**config.mk**
```make
export PLATFORM = sky130hd
export DESIGN_NAME = etsm_ram
export DESIGN_NICKNAME = d
export VERILOG_FILES = /design/src/rtl/etsm_ram.sv
export SDC_FILE = /design/constraint.sdc
export NUM_CORES = 1
export LEC_CHECK = 0
export BUFFER_PORTS_ARGS = -buffer_cell sky130_fd_sc_hd__buf_4
export CAP_MARGIN = 20
export CORE_MARGIN = 2
export CORE_UTILIZATION = 32
export DETAILED_ROUTE_END_ITERATION = 8
export GPL_TIMING_DRIVEN = 0
export HOLD_SLACK_MARGIN = 0.1
export MAX_ROUTING_LAYER = met4
export PLACE_DENSITY = 0.44
export SLEW_MARGIN = 20
export SYNTH_ARGS = -nofsm -noshare
export SYNTH_HDL_FRONTEND = slang
export SYNTH_SLANG_ARGS = --single-unit
```
**constraint.sdc**
```tcl
create_clock -name clk -period 7.1 [get_ports clk]
set_input_delay 1.065 -clock clk [delete_from_list [all_inputs] [get_ports clk]]
set_output_delay 1.065 -clock clk [all_outputs]
set_load 0.03 [all_outputs]
```
**src/rtl/etsm_ram.sv**
```systemverilog
// etsm_ram: generic simple dual-port ram, one write and one registered read port
// no dependencies
`default_nettype none

module etsm_ram #(
	parameter int WIDTH = 1,
	parameter int DEPTH = 1024
) (
	input  wire logic                     clk,
	input  wire logic                     we,
	input  wire logic [$clog2(DEPTH)-1:0] waddr,
	input  wire logic [WIDTH-1:0]         wdata,
	input  wire logic [$clog2(DEPTH)-1:0] raddr,
	output logic      [WIDTH-1:0]         rdata
);

	logic [WIDTH-1:0] mem [DEPTH];

	always_ff @(posedge clk) begin
		if (we) begin
			mem[waddr] <= wdata;
		end
		rdata <= mem[raddr];
	end

endmodule

`default_nettype wire

```
==> results by stage <==
Status:
- The flow ran to the end, and the final reports show no timing, DRC or antenna violations.

Die:
- The I/O pin count is 24.
- In this run the standard cell core region covers 139,000 um^2.
- The die is 378 um tall.
- The floorplan has 137 rows.
- The die width is 378 um.
- Once the floorplan was initialized, standard cells occupied 32.1% of the core.
- The full die area is 143,000 um^2.

Clocking:
- The worst-skew pair later-pin latency is 0.76 ns.
- Clock tree synthesis inserted a total of 115 buffers.
- The CTS tree is built.
- The maximum buffer depth of the clock tree is 3.
- The hold buffer count at cts is 0.
- The total of cells resized after clock tree synthesis is 0.
- The tree is rooted in a sky130_fd_sc_hd__clkbuf_16.
- The H-tree generated during clock tree synthesis spans 3 levels.
- After clock tree synthesis, the clock-pin slew on the worst setup and hold paths is 0.06 ns.
- The post-CTS setup buffer count is 0.
- The count of clock tree sinks is 1,025.

Synthesis:
- The number of nets produced by synthesis is 3,135.
- The count of flip-flops with a built-in enable after synthesis is 1,024.
- The instance count of the mapped netlist is 3,112.
- Counting instances in the post-synthesis netlist gives the leading cell types as 1,036 x sky130_fd_sc_hd__nor2_1, 1,024 x sky130_fd_sc_hd__edfxtp_1, 200 x sky130_fd_sc_hd__mux4_2.
- The number of register bits inferred by synthesis is 1,025.
- The share of the Yosys chip area taken by registers is 68.9%.
- The primary flip-flop cell chosen by synthesis mapping is sky130_fd_sc_hd__edfxtp_1.
- The number of distinct library cells after synthesis is 56.
- A synthesized cell averages 14.3 um^2.
- The warning count from the yosys run is 0.
- The library cell occupying the most area in the post-synthesis netlist is sky130_fd_sc_hd__edfxtp_1.
- Ranked by total cell area, the synthesized netlist is headed by sky130_fd_sc_hd__edfxtp_1 69%, sky130_fd_sc_hd__mux4_2 10%, sky130_fd_sc_hd__nor2_1 8.7%, sky130_fd_sc_hd__mux2i_1 2.8%, sky130_fd_sc_hd__clkbuf_1 1.6%.
- The cell with the most instances after synthesis is sky130_fd_sc_hd__nor2_1.
- The area share of the largest cell type after synthesis is 68.9%.
- The share of synthesized flip-flops with an asynchronous set or reset is 0%.
- The area of the mapped netlist is 44,700 um^2.

Global route:
- Global routing consumed, over all layers together, 26.3% of the routing resources.
- The number of global-route vias before repair is 28,400.
- The initial antenna violation count was 8.
- The largest net degree at the start of global routing is 143.
- The first global-routing pass estimated 245 mm of wire.
- The leftover overflow at the end of global routing is 0.

Detailed routing:
- After detailed routing, the total wire length is 183 mm.
- The number of antenna-violating nets in the routed design is 0.
- In the routed layout, each cell is associated on average with a via count of 5.58.
- The detailed router finished its first iteration with 4,260 violations.
- The DRC violation count after routing is 0.
- The number of optimization iterations in the first detailed-route pass is 5.
- The post-detailed-route wirelength per cell is 34.9 um.
- Summing over every cut layer, the via total after detailed routing is 29,200.

Worst setup path:
- The arrival time at the worst endpoint is 6.66 ns.
- Data on the critical path is required at its endpoint by 7.54 ns.
- The startpoint type of the worst setup path is a primary input.
- The critical path class is in2reg.
- The worst setup path is captured at a flop.
- The depth of the most critical reg-to-reg path is 7.
- In this run the worst path has a maximum fanout of 10.

Pwr:
- The part of the total power dissipated in the clock network is 42.3%.
- The power share of the combinational group is 6.8%.
- The leakage power is 15.1 nW.
- The switching power of the nets is 3.18 mW.
- Internal power comes to 9.92 mW.
- The register share of total power is 50.8%.
- Power spread over the standard cell area amounts to 257 nW/um^2.
- The switching fraction of total power is 24.3%.
- The maximum vdd ir drop is 0.000191 V.

Timing:
- The measured slew at the worst slew-check pin is 1.27 ns.
- The number of hold violations in the final report was 0.
- The total negative setup slack is 0 ns.
- Setup repair after global routing left no endpoint under its margin.
- The least setup slack across all paths after layout is 0.879 ns.
- In this run the tightest slew margin relative to its limit is 15.3%.
- The ratio of final minimum period to clock period is 87.6%.
- The maximum clock frequency is 161 MHz.
- On the final layout, the worst clock skew is 0.0308 ns.
- For the finished layout, the period the worst path requires is 6.22 ns.
- Setup violations remaining at the end of the flow were counted as 0.
- The number of slew-limit violations in the final report was 0.

Finish:
- The count of nets after finishing is 3,289.
- The filler cells instantiated in the layout total 13,500.
- The count of non-filler cells in the finished layout is 5,232.
- The area growth from synthesis to layout is 14.2%.
- In the final layout, the share of cells above drive strength 1 is 16.0%.

Place:
- The placed wire-length estimate after detailed placement is 115 mm.
- Routability-driven placement finished with a final weighted congestion of 0.911.
- The worst-case setup slack after placement is 0.374 ns.
- Buffers placed on the I/O ports in this run total 20.
- The count of placed standard cells including taps is 5,023.

Min path:
- The path class of the tightest hold or removal check is in2reg.
- Counting instances, the worst hold path has a depth of 1.

Flow run:
- The max-capacitance violation count is 0.
final cells by class:
cell class	count	area, um^2	share of cell area, %
multi-input combinational	1778	12500	24.4
timing repair buffer	37	520	1.02
clock inverter	51	289	0.567
clock buffer	151	3030	5.95
buffer	303	1550	3.04
antenna	5	12.5	0.0245
sequential	1025	30800	60.3
tap	1876	2350	4.60
inverter	6	22.5	0.0442
metal layers:
layer	share of wire, %	vias to the layer above	track usage (%)
met5	0	-	-
met4	4.2	0	10.4
met3	7.7	306	4.18
met2	47	1417	41.2
met1	41	15600	34.3
li1	-	11900	-
kinds of logic (layout without fill, tap and decap cells):
kind of cell / count (synthesis) / in the layout / synth area share, %
muxes: 340 / 340 / 13.7
AOI/OAI and AO/OA: 178 / 178 / 2.83
and+or+nand+nor: 1260 / 1260 / 11.2
other: 0 / 5 / 0
DFF: 1025 / 1025 / 68.9
buffers and inverters: 309 / 548 / 3.30
final timing paths:
check | start | end | slack, ns
setup reg to reg | mem[947] | rdata | 3.69
hold reg to reg | mem[608] | rdata | 1.46
hold / removal | wdata | mem[569] | 0.69
setup / recovery | raddr[2] | rdata | 0.88
cells in the final DEF (no fill, tap or decap), types with 14 or more instances in the layout:
master                         n
sky130_fd_sc_hd__o22ai_1      28
sky130_fd_sc_hd__buf_4        33
sky130_fd_sc_hd__nand2_1      86
sky130_fd_sc_hd__mux4_2      200
sky130_fd_sc_hd__a21oi_1      37
sky130_fd_sc_hd__o221ai_1     49
sky130_fd_sc_hd__buf_1        50
sky130_fd_sc_hd__nand3_1      37
sky130_fd_sc_hd__nor3_1       36
sky130_fd_sc_hd__mux4_1       14
sky130_fd_sc_hd__clkinv_2     17
sky130_fd_sc_hd__nor2_1     1033
sky130_fd_sc_hd__mux2i_1     123
sky130_fd_sc_hd__buf_2        26
sky130_fd_sc_hd__clkbuf_1    148
sky130_fd_sc_hd__buf_6        22
sky130_fd_sc_hd__edfxtp_1   1024
sky130_fd_sc_hd__clkbuf_16   116
sky130_fd_sc_hd__a22oi_1      17
sky130_fd_sc_hd__clkinv_1     26
sky130_fd_sc_hd__clkbuf_2     73
through the flow:
stage	hold WS [ns]	instance area (um^2)	total power, mW	utilization (%)
3_3_place_gp	1.43	47200	7.70	33.9
3_5_place_dp	1.41	47600	7.67	34.3
2_1_floorplan	0.896	44700	7.18	-
6_report	0.695	51000	13.1	36.7
5_1_grt	0.713	51000	13.4	36.7
4_1_cts	0.664	51000	13.1	36.7
registers in the layout, indices dropped and copies added, names as in the netlist:
signal and flops:
mem 1024, rdata 1
power by group through the flow:
stage | clock (mW) | sequential [mW] | combinational [mW]
2_1_floorplan | 0 | 6.79 | 0.385
3_3_place_gp | 0 | 6.84 | 0.856
3_5_place_dp | 0 | 6.79 | 0.881
4_1_cts | 5.58 | 6.66 | 0.882
5_1_grt | 5.80 | 6.66 | 0.909
6_report | 5.54 | 6.66 | 0.897
worst max-delay path, cell delays in order:
cell and delay, ns:
sky130_fd_sc_hd__clkbuf_1 0.78, sky130_fd_sc_hd__clkinv_1 1.19, sky130_fd_sc_hd__buf_4 0.57, sky130_fd_sc_hd__clkbuf_1 0.51, sky130_fd_sc_hd__clkbuf_2 0.58, sky130_fd_sc_hd__a21oi_1 0.26, sky130_fd_sc_hd__nor3_1 0.06, sky130_fd_sc_hd__nor3_1 0.61
sky130_fd_sc_hd__nor2_1 0.26, sky130_fd_sc_hd__o311ai_1 0.19, sky130_fd_sc_hd__o2111ai_1 0.50
No activity file was read; power rests on OpenSTA's default activity.
